[config.mk]
export PLATFORM = sky130hd
export DESIGN_NAME = stepper_position_ramp_unit
export DESIGN_NICKNAME = d
export VERILOG_FILES = /design/src/spr_pkg.sv /design/src/spr_axis_state.sv /design/src/spr_angle_conv.sv /design/src/stepper_position_ramp_unit.sv
export SDC_FILE = /design/constraint.sdc
export NUM_CORES = 2
export LEC_CHECK = 0
export BUFFER_PORTS_ARGS = -buffer_cell sky130_fd_sc_hd__buf_2
export CAP_MARGIN = 20
export CORE_MARGIN = 2
export CORE_UTILIZATION = 55
export CTS_BUF_LIST = sky130_fd_sc_hd__clkbuf_16
export DETAILED_ROUTE_END_ITERATION = 7
export HOLD_SLACK_MARGIN = 0.03
export PLACE_DENSITY_LB_ADDON = 0.12
export SYNTH_ARGS = -nofsm -noshare
export SYNTH_HDL_FRONTEND = slang
export SYNTH_HIERARCHICAL = 1
export SYNTH_SLANG_ARGS = --single-unit
[constraint.sdc]
create_clock -name clock -period 10.2 [get_ports clock]
set_input_delay 0 -clock clock [delete_from_list [all_inputs] [get_ports clock]]
set_output_delay 0 -clock clock [all_outputs]
set_load 0.05 [all_outputs]
[src/spr_pkg.sv]
`default_nettype none

package spr_pkg;

   localparam int ANGLE_W = 16;
   localparam int STEP_W  = 16;
   localparam int VEL_W   = 5;
   localparam int DELAY_W = 4;

   // reciprocal divide of |position| * 2^15 by the steps per revolution
   localparam int DIV_SHIFT  = 45;
   localparam int DIV_M_W    = 42;
   localparam int DIV_SPLIT  = 21;
   localparam int PROD_W     = 37;
   localparam int SUM_W      = 58;
   localparam int MAG_W      = 27;
   localparam int ANG_W      = 28;
   localparam int CMP_W      = 29;

   localparam int CSR_IDX_W  = 2;

   typedef enum logic [CSR_IDX_W-1:0] {
      CSR_ANGLE_MIN = 2'd0,
      CSR_ANGLE_MAX = 2'd1
   } csr_index_type;

   typedef logic [ANGLE_W-1:0] angle_type;
   typedef logic [STEP_W-1:0]  steps_type;
   typedef logic [VEL_W-1:0]   vel_type;
   typedef logic [DELAY_W-1:0] delay_type;

   // command prepared at the input register
   typedef struct packed {
      logic      load;
      logic      zero;
      angle_type angle;
      steps_type steps;
   } cmd_item_type;

   // result of one ramp step
   typedef struct packed {
      logic      step;
      logic      dir;
      steps_type pos;
      angle_type cmd;
   } ramp_result_type;

endpackage

`default_nettype wire

[src/spr_axis_state.sv]
`default_nettype none

module spr_axis_state #(
   parameter int NUM_AXES  = 3,
   parameter int MAX_SPEED = 8,
   localparam int AxisW    = (NUM_AXES > 1) ? $clog2(NUM_AXES) : 1
) (
   input  logic                      clock,
   input  logic                      reset,
   input  logic                      in_valid,
   output logic                      in_ready,
   input  logic [AxisW-1:0]          in_axis,
   input  spr_pkg::cmd_item_type     in_cmd,
   output logic                      out_valid,
   input  logic                      out_ready,
   output logic [AxisW-1:0]          out_axis,
   output spr_pkg::ramp_result_type  out_res
);

   localparam logic signed [5:0] MaxVel = 6'(MAX_SPEED);

   spr_pkg::angle_type held_angle_ff [NUM_AXES];
   spr_pkg::steps_type held_steps_ff [NUM_AXES];
   spr_pkg::steps_type pos_ff        [NUM_AXES];
   spr_pkg::vel_type   vel_ff        [NUM_AXES];
   spr_pkg::delay_type delay_ff      [NUM_AXES];

   logic                     out_valid_ff, out_valid_in;
   logic [AxisW-1:0]         out_axis_ff;
   spr_pkg::ramp_result_type out_res_ff, out_res_in;

   logic                in_range, fire;
   spr_pkg::angle_type  cur_angle, cmd_angle;
   spr_pkg::steps_type  cur_steps, cmd_steps, cur_pos, base_pos, next_pos;
   spr_pkg::vel_type    cur_vel, next_vel;
   spr_pkg::delay_type  cur_delay, next_delay, vel_abs;
   logic signed [16:0]  err, vel_wide;
   logic signed [5:0]   vel_step, vel_clamp;
   logic                step, dir;

   assign in_range = {1'b0, in_axis} < (AxisW+1)'(NUM_AXES);
   assign in_ready = !out_valid_ff || out_ready;
   assign fire     = in_valid && in_ready;

   always_comb begin
      cur_angle = '0;
      cur_steps = '0;
      cur_pos   = '0;
      cur_vel   = '0;
      cur_delay = '0;
      if (in_range) begin
         cur_angle = held_angle_ff[in_axis];
         cur_steps = held_steps_ff[in_axis];
         cur_pos   = pos_ff[in_axis];
         cur_vel   = vel_ff[in_axis];
         cur_delay = delay_ff[in_axis];
      end

      cmd_angle = in_cmd.load ? in_cmd.angle : cur_angle;
      cmd_steps = in_cmd.load ? in_cmd.steps : cur_steps;
      base_pos  = in_cmd.zero ? '0 : cur_pos;

      // velocity moves one unit toward the position error
      err      = 17'($signed(cmd_steps)) - 17'($signed(base_pos));
      vel_wide = 17'($signed(cur_vel));
      vel_step = 6'($signed(cur_vel));
      if (vel_wide < err) begin
         vel_step = vel_step + 6'sd1;
      end else if (vel_wide > err) begin
         vel_step = vel_step - 6'sd1;
      end
      if (vel_step > MaxVel) begin
         vel_clamp = MaxVel;
      end else if (vel_step < -MaxVel) begin
         vel_clamp = -MaxVel;
      end else begin
         vel_clamp = vel_step;
      end
      vel_abs = vel_clamp[5] ? spr_pkg::delay_type'(-vel_clamp)
                             : spr_pkg::delay_type'(vel_clamp);

      if (cur_delay != '0) begin
         next_delay = cur_delay - spr_pkg::delay_type'(1);
         next_vel   = cur_vel;
         next_pos   = base_pos;
         step       = 1'b0;
         dir        = 1'b0;
      end else begin
         next_vel   = spr_pkg::vel_type'(vel_clamp);
         // a stopped axis gets no delay
         next_delay = (vel_clamp == 6'sd0) ? '0
                                           : spr_pkg::delay_type'(MAX_SPEED) - vel_abs;
         if (vel_clamp > 6'sd0) begin
            next_pos = base_pos + spr_pkg::steps_type'(1);
         end else if (vel_clamp < 6'sd0) begin
            next_pos = base_pos - spr_pkg::steps_type'(1);
         end else begin
            next_pos = base_pos;
         end
         step = (vel_clamp != 6'sd0);
         dir  = !vel_clamp[5];
      end

      if (in_range) begin
         out_res_in.step = step;
         out_res_in.dir  = dir;
         out_res_in.pos  = next_pos;
         out_res_in.cmd  = cmd_angle;
      end else begin
         out_res_in = '0;
      end

      out_valid_in = in_valid || (out_valid_ff && !out_ready);
   end

   always_ff @(posedge clock) begin
      if (reset) begin
         out_valid_ff <= 1'b0;
         for (int i = 0; i < NUM_AXES; i++) begin
            held_angle_ff[i] <= '0;
            held_steps_ff[i] <= '0;
            pos_ff[i]        <= '0;
            vel_ff[i]        <= '0;
            delay_ff[i]      <= '0;
         end
      end else begin
         if (in_ready) begin
            out_valid_ff <= out_valid_in;
         end
         if (fire && in_range) begin
            held_angle_ff[in_axis] <= cmd_angle;
            held_steps_ff[in_axis] <= cmd_steps;
            pos_ff[in_axis]        <= next_pos;
            vel_ff[in_axis]        <= next_vel;
            delay_ff[in_axis]      <= next_delay;
         end
      end
   end

   always_ff @(posedge clock) begin
      if (fire) begin
         out_axis_ff <= in_axis;
         out_res_ff  <= out_res_in;
      end
   end

   assign out_valid = out_valid_ff;
   assign out_axis  = out_axis_ff;
   assign out_res   = out_res_ff;

endmodule

`default_nettype wire

[src/spr_angle_conv.sv]
`default_nettype none

module spr_angle_conv #(
   parameter int NUM_AXES      = 3,
   parameter int STEPS_PER_REV = 1600,
   localparam int AxisW        = (NUM_AXES > 1) ? $clog2(NUM_AXES) : 1
) (
   input  logic                      clock,
   input  logic                      reset,
   input  logic                      in_valid,
   output logic                      in_ready,
   input  logic [AxisW-1:0]          in_axis,
   input  spr_pkg::ramp_result_type  in_res,
   output logic                      out_valid,
   input  logic                      out_ready,
   output logic [AxisW-1:0]          out_axis,
   output logic                      out_step,
   output logic                      out_dir,
   output logic [15:0]               out_angle,
   output logic [15:0]               out_cmd
);

   localparam logic [63:0] DivM64 =
      ((64'd1 << spr_pkg::DIV_SHIFT) + 64'(STEPS_PER_REV) - 64'd1) / 64'(STEPS_PER_REV);
   localparam logic [spr_pkg::DIV_M_W-1:0] DivM = spr_pkg::DIV_M_W'(DivM64);
   localparam logic [spr_pkg::DIV_SPLIT-1:0] DivMLo = DivM[spr_pkg::DIV_SPLIT-1:0];
   localparam logic [spr_pkg::DIV_M_W-spr_pkg::DIV_SPLIT-1:0] DivMHi =
      DivM[spr_pkg::DIV_M_W-1:spr_pkg::DIV_SPLIT];
   localparam int MagLsb  = spr_pkg::DIV_SHIFT - 15;
   localparam int SnapTol = 32767 / STEPS_PER_REV + 1;

   // product stage
   logic                        mul_valid_ff, mul_valid_in, mul_ready;
   logic [AxisW-1:0]            mul_axis_ff;
   logic                        mul_step_ff, mul_dir_ff, mul_neg_ff;
   logic [15:0]                 mul_cmd_ff;
   logic [spr_pkg::PROD_W-1:0]  prod_lo_ff, prod_hi_ff, prod_lo_in, prod_hi_in;
   logic [15:0]                 pos_abs;

   // output stage
   logic                        out_valid_ff, out_valid_in;
   logic [AxisW-1:0]            out_axis_ff;
   logic                        out_step_ff, out_dir_ff;
   logic [15:0]                 out_angle_ff, out_angle_in, out_cmd_ff;

   logic [spr_pkg::SUM_W-1:0]   sum;
   logic [spr_pkg::MAG_W-1:0]   mag;
   logic signed [spr_pkg::ANG_W-1:0] ang;
   logic signed [spr_pkg::CMP_W-1:0] ang_w, cmd_w;
   logic                        snap;

   assign mul_ready = !out_valid_ff || out_ready;
   assign in_ready  = !mul_valid_ff || mul_ready;

   always_comb begin
      pos_abs      = in_res.pos[15] ? (16'd0 - in_res.pos) : in_res.pos;
      prod_lo_in   = spr_pkg::PROD_W'(pos_abs) * spr_pkg::PROD_W'(DivMLo);
      prod_hi_in   = spr_pkg::PROD_W'(pos_abs) * spr_pkg::PROD_W'(DivMHi);
      mul_valid_in = in_valid || (mul_valid_ff && !mul_ready);
   end

   always_comb begin
      sum   = {prod_hi_ff, {spr_pkg::DIV_SPLIT{1'b0}}} + spr_pkg::SUM_W'(prod_lo_ff);
      mag   = sum[MagLsb +: spr_pkg::MAG_W];
      ang   = mul_neg_ff ? -$signed({1'b0, mag}) : $signed({1'b0, mag});
      ang_w = spr_pkg::CMP_W'(ang);
      cmd_w = spr_pkg::CMP_W'($signed(mul_cmd_ff));
      // snap to the command when within tolerance
      snap  = (ang_w + spr_pkg::CMP_W'(SnapTol) > cmd_w) &&
              (ang_w - spr_pkg::CMP_W'(SnapTol) < cmd_w);
      out_angle_in = snap ? mul_cmd_ff : ang[15:0];
      out_valid_in = mul_valid_ff || (out_valid_ff && !out_ready);
   end

   always_ff @(posedge clock) begin
      if (reset) begin
         mul_valid_ff <= 1'b0;
         out_valid_ff <= 1'b0;
      end else begin
         if (in_ready) begin
            mul_valid_ff <= mul_valid_in;
         end
         if (mul_ready) begin
            out_valid_ff <= out_valid_in;
         end
      end
   end

   always_ff @(posedge clock) begin
      if (in_valid && in_ready) begin
         mul_axis_ff <= in_axis;
         mul_step_ff <= in_res.step;
         mul_dir_ff  <= in_res.dir;
         mul_neg_ff  <= in_res.pos[15];
         mul_cmd_ff  <= in_res.cmd;
         prod_lo_ff  <= prod_lo_in;
         prod_hi_ff  <= prod_hi_in;
      end
      if (mul_valid_ff && mul_ready) begin
         out_axis_ff  <= mul_axis_ff;
         out_step_ff  <= mul_step_ff;
         out_dir_ff   <= mul_dir_ff;
         out_angle_ff <= out_angle_in;
         out_cmd_ff   <= mul_cmd_ff;
      end
   end

   assign out_valid = out_valid_ff;
   assign out_axis  = out_axis_ff;
   assign out_step  = out_step_ff;
   assign out_dir   = out_dir_ff;
   assign out_angle = out_angle_ff;
   assign out_cmd   = out_cmd_ff;

endmodule

`default_nettype wire

[src/stepper_position_ramp_unit.sv]
// Trapezoidal ramp position controller for up to NUM_AXES stepper axes. Each
// request transaction is one drive tick for one axis: an optional new command
// angle (Q15 revolution, clamped to the limit registers), an optional clear of
// the position, then one ramp step that may issue a step pulse. The response
// carries the pulse, the direction, the position as a Q15 angle (snapped to
// the command within tolerance) and the held command. The unit is a four stage
// pipeline: input register with clamp and steps multiply, per-axis state
// read-modify-write, reciprocal multiply, and output register with the snap.
// It takes one transaction per clock when the response side is not stalled; a
// response passes the input, state, product and output registers in turn. The
// per-axis state update in the state stage lets ticks of an axis run back to back.
// Limit registers (index 0 min, index 1 max) are written whenever the csr port
// is valid and must only change while no transaction is in flight. A tick on
// an axis index at or above NUM_AXES changes nothing and returns zeros.
`default_nettype none

module stepper_position_ramp_unit #(
   parameter int NUM_AXES      = 3,
   parameter int MAX_SPEED     = 8,
   parameter int STEPS_PER_REV = 1600,
   localparam int AxisW        = (NUM_AXES > 1) ? $clog2(NUM_AXES) : 1
) (
   input  logic                          clock,
   input  logic                          reset,

   // request channel
   input  logic                          req_valid,
   output logic                          req_stall,
   input  logic [AxisW-1:0]              req_axis_index,
   input  logic                          req_load_command,
   input  logic signed [15:0]            req_target_angle,
   input  logic                          req_zero_position,

   // response channel
   output logic                          rsp_valid,
   input  logic                          rsp_stall,
   output logic [AxisW-1:0]              rsp_axis_out,
   output logic                          rsp_step_pulse,
   output logic                          rsp_step_direction,
   output logic signed [15:0]            rsp_position_angle,
   output logic signed [15:0]            rsp_command_angle_out,

   // limit register writes
   input  logic                          csr_valid,
   output logic                          csr_ready,
   input  logic [spr_pkg::CSR_IDX_W-1:0] csr_index,
   input  logic [15:0]                   csr_data
);

   // limit registers
   logic signed [15:0] angle_min_ff, angle_max_ff;

   // input register stage
   logic                  s1_valid_ff, s1_valid_in, s1_ready;
   logic [AxisW-1:0]      s1_axis_ff;
   spr_pkg::cmd_item_type s1_cmd_ff, s1_cmd_in;

   logic signed [15:0]    clamped;
   logic signed [31:0]    steps_prod;

   // state stage to angle stage
   logic                     st_valid, st_ready;
   logic [AxisW-1:0]         st_axis;
   spr_pkg::ramp_result_type st_res;

   logic                  angle_ready;
   logic [15:0]           out_angle, out_cmd;

   assign csr_ready = 1'b1;

   always_ff @(posedge clock) begin
      if (reset) begin
         angle_min_ff <= -16'sd32768;
         angle_max_ff <= 16'sd32767;
      end else if (csr_valid && csr_ready) begin
         case (csr_index)
            spr_pkg::CSR_ANGLE_MIN: angle_min_ff <= $signed(csr_data);
            spr_pkg::CSR_ANGLE_MAX: angle_max_ff <= $signed(csr_data);
            default: ;  // unknown index, write dropped
         endcase
      end
   end

   // clamp against max first, then min; the order settles crossed limits
   always_comb begin
      if (req_target_angle >= angle_max_ff) begin
         clamped = angle_max_ff;
      end else if (req_target_angle <= angle_min_ff) begin
         clamped = angle_min_ff;
      end else begin
         clamped = req_target_angle;
      end
      // angle * steps per rev, arithmetic shift by 15, kept to 16 bits
      steps_prod = 32'(clamped) * $signed(32'(STEPS_PER_REV));
      s1_cmd_in.load  = req_load_command;
      s1_cmd_in.zero  = req_zero_position;
      s1_cmd_in.angle = clamped;
      s1_cmd_in.steps = steps_prod[30:15];
      s1_valid_in     = req_valid || (s1_valid_ff && !st_ready);
   end

   assign s1_ready  = !s1_valid_ff || st_ready;
   assign req_stall = !s1_ready;

   always_ff @(posedge clock) begin
      if (reset) begin
         s1_valid_ff <= 1'b0;
      end else if (s1_ready) begin
         s1_valid_ff <= s1_valid_in;
      end
   end

   always_ff @(posedge clock) begin
      if (req_valid && s1_ready) begin
         s1_axis_ff <= req_axis_index;
         s1_cmd_ff  <= s1_cmd_in;
      end
   end

   // per-axis state and ramp step
   spr_axis_state #(
      .NUM_AXES  (NUM_AXES),
      .MAX_SPEED (MAX_SPEED)
   ) u_axis_state (
      .clock     (clock),
      .reset     (reset),
      .in_valid  (s1_valid_ff),
      .in_ready  (st_ready),
      .in_axis   (s1_axis_ff),
      .in_cmd    (s1_cmd_ff),
      .out_valid (st_valid),
      .out_ready (angle_ready),
      .out_axis  (st_axis),
      .out_res   (st_res)
   );

   // steps to Q15 angle and output register
   spr_angle_conv #(
      .NUM_AXES      (NUM_AXES),
      .STEPS_PER_REV (STEPS_PER_REV)
   ) u_angle_conv (
      .clock     (clock),
      .reset     (reset),
      .in_valid  (st_valid),
      .in_ready  (angle_ready),
      .in_axis   (st_axis),
      .in_res    (st_res),
      .out_valid (rsp_valid),
      .out_ready (!rsp_stall),
      .out_axis  (rsp_axis_out),
      .out_step  (rsp_step_pulse),
      .out_dir   (rsp_step_direction),
      .out_angle (out_angle),
      .out_cmd   (out_cmd)
   );

   assign rsp_position_angle    = $signed(out_angle);
   assign rsp_command_angle_out = $signed(out_cmd);

endmodule

`default_nettype wire

# Yosys cells after proc, flatten, opt, wreduce, memory -nomap -nowiden
# Memories as Yosys holds them, arrays and structs flattened. A register that Yosys moved wholly into a read port is not among the register bits.
# Cells that the tools add are included.
# classes
add_sub_neg	13
n_mul	3
div	0
n_lt_le_gt_ge	11
n_eq_ne	1
shifts	0
mux	49
bitwise_logic	1
reduce_logical	40
# ops
op	n
$mux W16	16
$add A51 B37 Y52	1
$reduce_or A16 Y1	3
$mul A16 B19 Y35 const B	1
$mul A16 B14 Y30 const B	1
$add A28 B6 Y29 const B	1
$gt A29 B16 Y1	1
$lt A29 B16 Y1	1
$sub A28 B6 Y29 const B	1
$mux W28	1
$neg A27 Y28	1
$mux W6	4
$mul A16 B6 Y22 const B	1
$mux W2	10
$mux W4	5
$gt A5 B17 Y1	1
$lt A5 B17 Y1	1
$sub A16 B16 Y17	1
$add A16 B1 Y16 const B	1
$ge A16 B16 Y1	1
$le A16 B16 Y1	1
$sub A1 B16 Y16 const A	1
$sub A16 B1 Y16 const B	1
$mux W5	3
24 further kinds	59
# word_totals
register_bits	230
latchBits	0
ram_bits	171
rom_bits	0
input_bits	43
output_inout_bits	39
word_cells	151
n_memories	5
# memory_table
memory	words	word_bits	read_ports	rd_clocked_by_memory_dff	write_ports	line	text
u_axis_state.held_angle_ff	3	16	1	1	3	spr_axis_state.sv:22	spr_pkg::angle_type held_angle_ff [NUM_AXES];
u_axis_state.held_steps_ff	3	16	1	1	3	spr_axis_state.sv:23	spr_pkg::steps_type held_steps_ff [NUM_AXES];
u_axis_state.pos_ff	3	16	1	1	3	spr_axis_state.sv:24	spr_pkg::steps_type pos_ff [NUM_AXES];
u_axis_state.vel_ff	3	5	1	1	3	spr_axis_state.sv:25	spr_pkg::vel_type vel_ff [NUM_AXES];
u_axis_state.delay_ff	3	4	1	1	3	spr_axis_state.sv:26	spr_pkg::delay_type delay_ff [NUM_AXES];

# Depth between registers and ports, before layout
# depth
ltp_word	16
mapped_depth	43

# Modules after synthesis
# Netlist, hierarchy kept.
# modules_own_cells
module	n_inst	cells_each	area_each_um2	seq_area_each_um2
spr_angle_conv	1	1642	16351.9	3133.0
spr_axis_state	1	1136	11903.9	6236.0
stepper_position_ramp_unit	1	507	4868.4	1651.6

# Worst setup path after synthesis
# No wires, ideal clock.
# synth_path
path_type	reg-to-reg
startpoint	register s1_axis_ff[0]
endpoint	memory u_axis_state/delay_ff[0][3] (netlist bit) (data pin)
t_arrival_ns	8.785
required_ns	10.048
slack_ns	1.263
stages_incl_launch_ff	40
n_path_buf	7
synth_period_minus_slack_ns	8.937
path_cell_list	edfxtp_1 -> buf_4 -> buf_4 -> buf_2 -> buf_1 -> buf_1 -> mux2i_1 -> o21ai_0 -> mux2i_1 -> inv_1 -> fa_1 -> a21o_1 -> a21oi_1 -> o21ai_0 -> a21oi_1 -> o21bai_1 -> a21oi_1 -> o21a_1 -> [... 4 more ...] -> nand4_2 -> nor4_4 -> a221oi_2 -> a21o_1 -> a221oi_2 -> or2_2 -> nand4_1 -> ha_1 -> buf_1 -> a311o_1 -> a21o_1 -> ha_1 -> clkbuf_1 -> nor2_1 -> mux2i_1 -> o311a_1 -> or4_4 -> a31oi_1
# synth_lines
element	line	text
start, declared	stepper_position_ramp_unit.sv:55	logic [AxisW-1:0] s1_axis_ff;
start signal, assigned	stepper_position_ramp_unit.sv:115	s1_axis_ff <= req_axis_index;
end, declared	spr_axis_state.sv:26	

==> impl_metrics.env <==
export IMPL_status="completed"
export IMPL_drive_gt1_frac=0.0829
export IMPL_dp_cells=4070
export IMPL_viasPerCell=5.87
export IMPL_grt_pass1_wl_mm=133
export IMPL_ys_seq_area_frac=0.333
export IMPL_start_util=0.559
export IMPL_ys_warn_count=6
export IMPL_yosys_top_cells_count="ha_1 (449), inv_1 (371), edfxtp_1 (343)"
export IMPL_antenna_found_initial=0
export IMPL_nNetsFinal=4040
export IMPL_critical_path_startpoint="s1_axis_ff[0]"
export IMPL_setup_tns_ps=0
export IMPL_critPathCaptureType="flip-flop"
export IMPL_die_area_sq_mm=0.0622
export IMPL_critPathKind="flip-flop to flip-flop"
export IMPL_drv_cap=0
export IMPL_syn_cell_area_sq_mm=0.0331
export IMPL_synth_top_area_frac=0.311
export IMPL_drt_wl_total_mm=82.6
export IMPL_cp_arrival_ps=9400
export IMPL_coreArea_sq_mm=0.0592
export IMPL_min_period_ps=9080
export IMPL_antenna_left=0
export IMPL_hold_depth=3
export IMPL_die_w_microns=249
export IMPL_synth_ff_type="edfxtp_1"
export IMPL_fin_crit_sh=0.890
export IMPL_clock_sinks=379
export IMPL_synthMostInstantiatedCell="ha_1"
export IMPL_drt_first_pass_iters=5
export IMPL_synth_seq_cells=379
export IMPL_path_common_cell="ha_1"
export IMPL_synth_avg_cell_area_sq_um=10.1
export IMPL_final_hold_viol_count=0
export IMPL_core_rowCount=89
export IMPL_cp_endpoint="u_axis_state/delay_ff[1][2]"
export IMPL_worst_slew_pin_slew_ps=1090
export IMPL_regToRegStartpoint="s1_axis_ff[0]"
export IMPL_synthesis_nets=3947
export IMPL_io_pins=82
export IMPL_startpoint_type="flip-flop"
export IMPL_root_buffer="clkbuf_16"
export IMPL_vias=24600
export IMPL_rsz0062_at_grt="no"
export IMPL_synthTopCellsByArea="edfxtp_1 (31%), ha_1 (17%), fa_1 (10%), mux2i_1 (4.3%), inv_1 (4.2%)"
export IMPL_max_freq_ghz=0.110
export IMPL_r2r_end="u_axis_state/delay_ff[1][2]"
export IMPL_skew_ps=46.8
export IMPL_r2r_slack_ps=1120
export IMPL_cpMaxStageDelayCell="nor4_4"
export IMPL_dieHeight_microns=249
export IMPL_area_delta_synth_final_pct=9.42
export IMPL_clk_latency_ps=590
export IMPL_drt_iter0_drc=1648
export IMPL_clk_pin_slew_worst_paths_ps=60
export IMPL_h_tree_depth=2
export IMPL_hp_class="primary input to flip-flop"
export IMPL_portBuffers=80
export IMPL_antenna_cells=0
export IMPL_drv_slew=0
export IMPL_post_cts_resize_count=0
export IMPL_max_stage_delay_ps=500
export IMPL_avgRoutedWirePerCell_microns=19.7
export IMPL_cts_buffer_depth=3
export IMPL_grt_total_usage=0.266
export IMPL_slew_headroom=0.271
export IMPL_crit_required_ps=10520
export IMPL_dp_hpwl_mm=62.7
export IMPL_synth_edf_count=343
export IMPL_n_fill_cell=4925
export IMPL_reg2reg_depth=36
export IMPL_asyncSetResetFlopFracSynth=0
export IMPL_tritoncts="built"
export IMPL_synth_cells=3285
export IMPL_synth_largest_area_cell="edfxtp_1"
export IMPL_first_global_vias=25100
export IMPL_numCtsBuffers=43
export IMPL_overflow=0
export IMPL_crit_fanout=39
export IMPL_gp_congestion=0.961
export IMPL_grt_max_degree=68
export IMPL_final_cells=4185
export IMPL_detail_route_drc_violations=0
export IMPL_setup_viol=0
export IMPL_synthDistinctLibCells=100
-- layout make-up --
class,count,area (sq um),area share
repair buffers,159,1080,0.0299
clock buffers,43,1080,0.0297
inverters,378,1420,0.0391
well taps,773,967,0.0267
clock inverters,36,413,0.0114
flip-flops and latches,379,11000,0.304
multi-input cells,2417,20300,0.559
-- worst max-delay path, delay by kind of cell (launching register included) --
family	cells	cell delay (ps)
AND/OR/NAND/NOR	11	2020
flip-flops	1	390
buffers and inverters	3	630
adder cells (fa/ha/maj)	5	1790
AO/OA/AOI/OAI	15	3330
multiplexers	2	630
-- layer usage --
layer / vias to the layer above / track usage / share of wire
met5: - / 0 / 0
met4: 0 / 0.0644 / 0.020
met3: 104 / 0.0347 / 0.049
met2: 618 / 0.471 / 0.50
met1: 12000 / 0.346 / 0.43
li1: 11800 / - / -
-- cell families (layout without fill, tap and decap cells) --
logic type	after synthesis	in the layout	share of synthesized area
DFF	379	379	0.333
and+or+nand+nor	923	923	0.134
AOI/OAI and AO/OA	569	569	0.116
buffers and inverters	489	616	0.0568
xor gates and xnor gates	150	150	0.0401
muxes	155	155	0.0473
other	1	1	0.000113
adders and majority gates	619	619	0.272
-- cell usage in the layout (no fill, tap or decap), types with 15 or more instances in the layout --
cell type      Yosys  layout
fa_1             170     170
dlygate4sd3_1      0      31
o21ai_0           97      97
nor2_1           318     318
nor4_1            19      19
a211o_1           20      20
edfxtp_1         343     343
nor3_1            80      80
inv_1            371     377
a21o_1            51      51
nand2_1          216     215
buf_2             10      81
clkbuf_16          0      43
nor2b_1           24      21
a21oi_1          178     178
and3_1            27      27
mux2i_1          142     142
xor2_1            47      47
nand3b_1          15      15
o21a_1            30      30
nand3_1           48      48
a31oi_1           22      22
nand4_1           40      40
buf_4              7      43
or3_1             27      27
or2_2             15      15
ha_1             449     449
xnor2_1          102     102
nand2b_1          23      20
and2_1            21      20
dfxtp_1           36      36
-- what timing repair did --
item	CTS	global route
hold endpoints to repair	41	0
hold buffers	31	0
setup buffers	0	0
-- through the flow --
stage | setup slack (ps) | hold WS, ps | cell area, sq um | utilization
2_1_floorplan | 1260 | 72.4 | 33100 | -
3_3_place_gp | 1540 | 201 | 34400 | 0.581
3_5_place_dp | 1280 | 190 | 34400 | 0.581
4_1_cts | 1220 | 42.5 | 36200 | 0.611
5_1_grt | 411 | 89.1 | 36200 | 0.612
6_report | 1120 | 67.8 | 36200 | 0.612
-- flip-flops by register name (all words and copies together) (netlist names), 12 cells and up --
register,cells
u_axis_state/held_angle_ff,48
u_axis_state/held_steps_ff,48
u_axis_state/pos_ff,48
u_axis_state/out_res,34
s1_cmd_ff,31
u_angle_conv/prod_hi_ff,30
angle_max_ff,16
angle_min_ff,16
u_angle_conv/mul_cmd_ff,16
u_angle_conv/out_angle,16
u_angle_conv/out_cmd,16
u_angle_conv/prod_lo_ff,16
u_axis_state/vel_ff,15
u_axis_state/delay_ff,12
-- how the worst min path moves through the flow --
stage                         startpoint                        end  slack (ps)
global placement        req_load_command              s1_cmd_ff[33]         200
CTS                  req_target_angle[2]              s1_cmd_ff[18]          40
finish              req_target_angle[10]              s1_cmd_ff[26]          70
detailed placement      req_load_command              s1_cmd_ff[33]         190
floorplan                          reset  u_angle_conv/mul_valid_ff          70
global route         req_target_angle[2]              s1_cmd_ff[18]          90
Power is not shown: default switching activity piles up to over one toggle a cycle in this logic, so the estimate is an artifact.
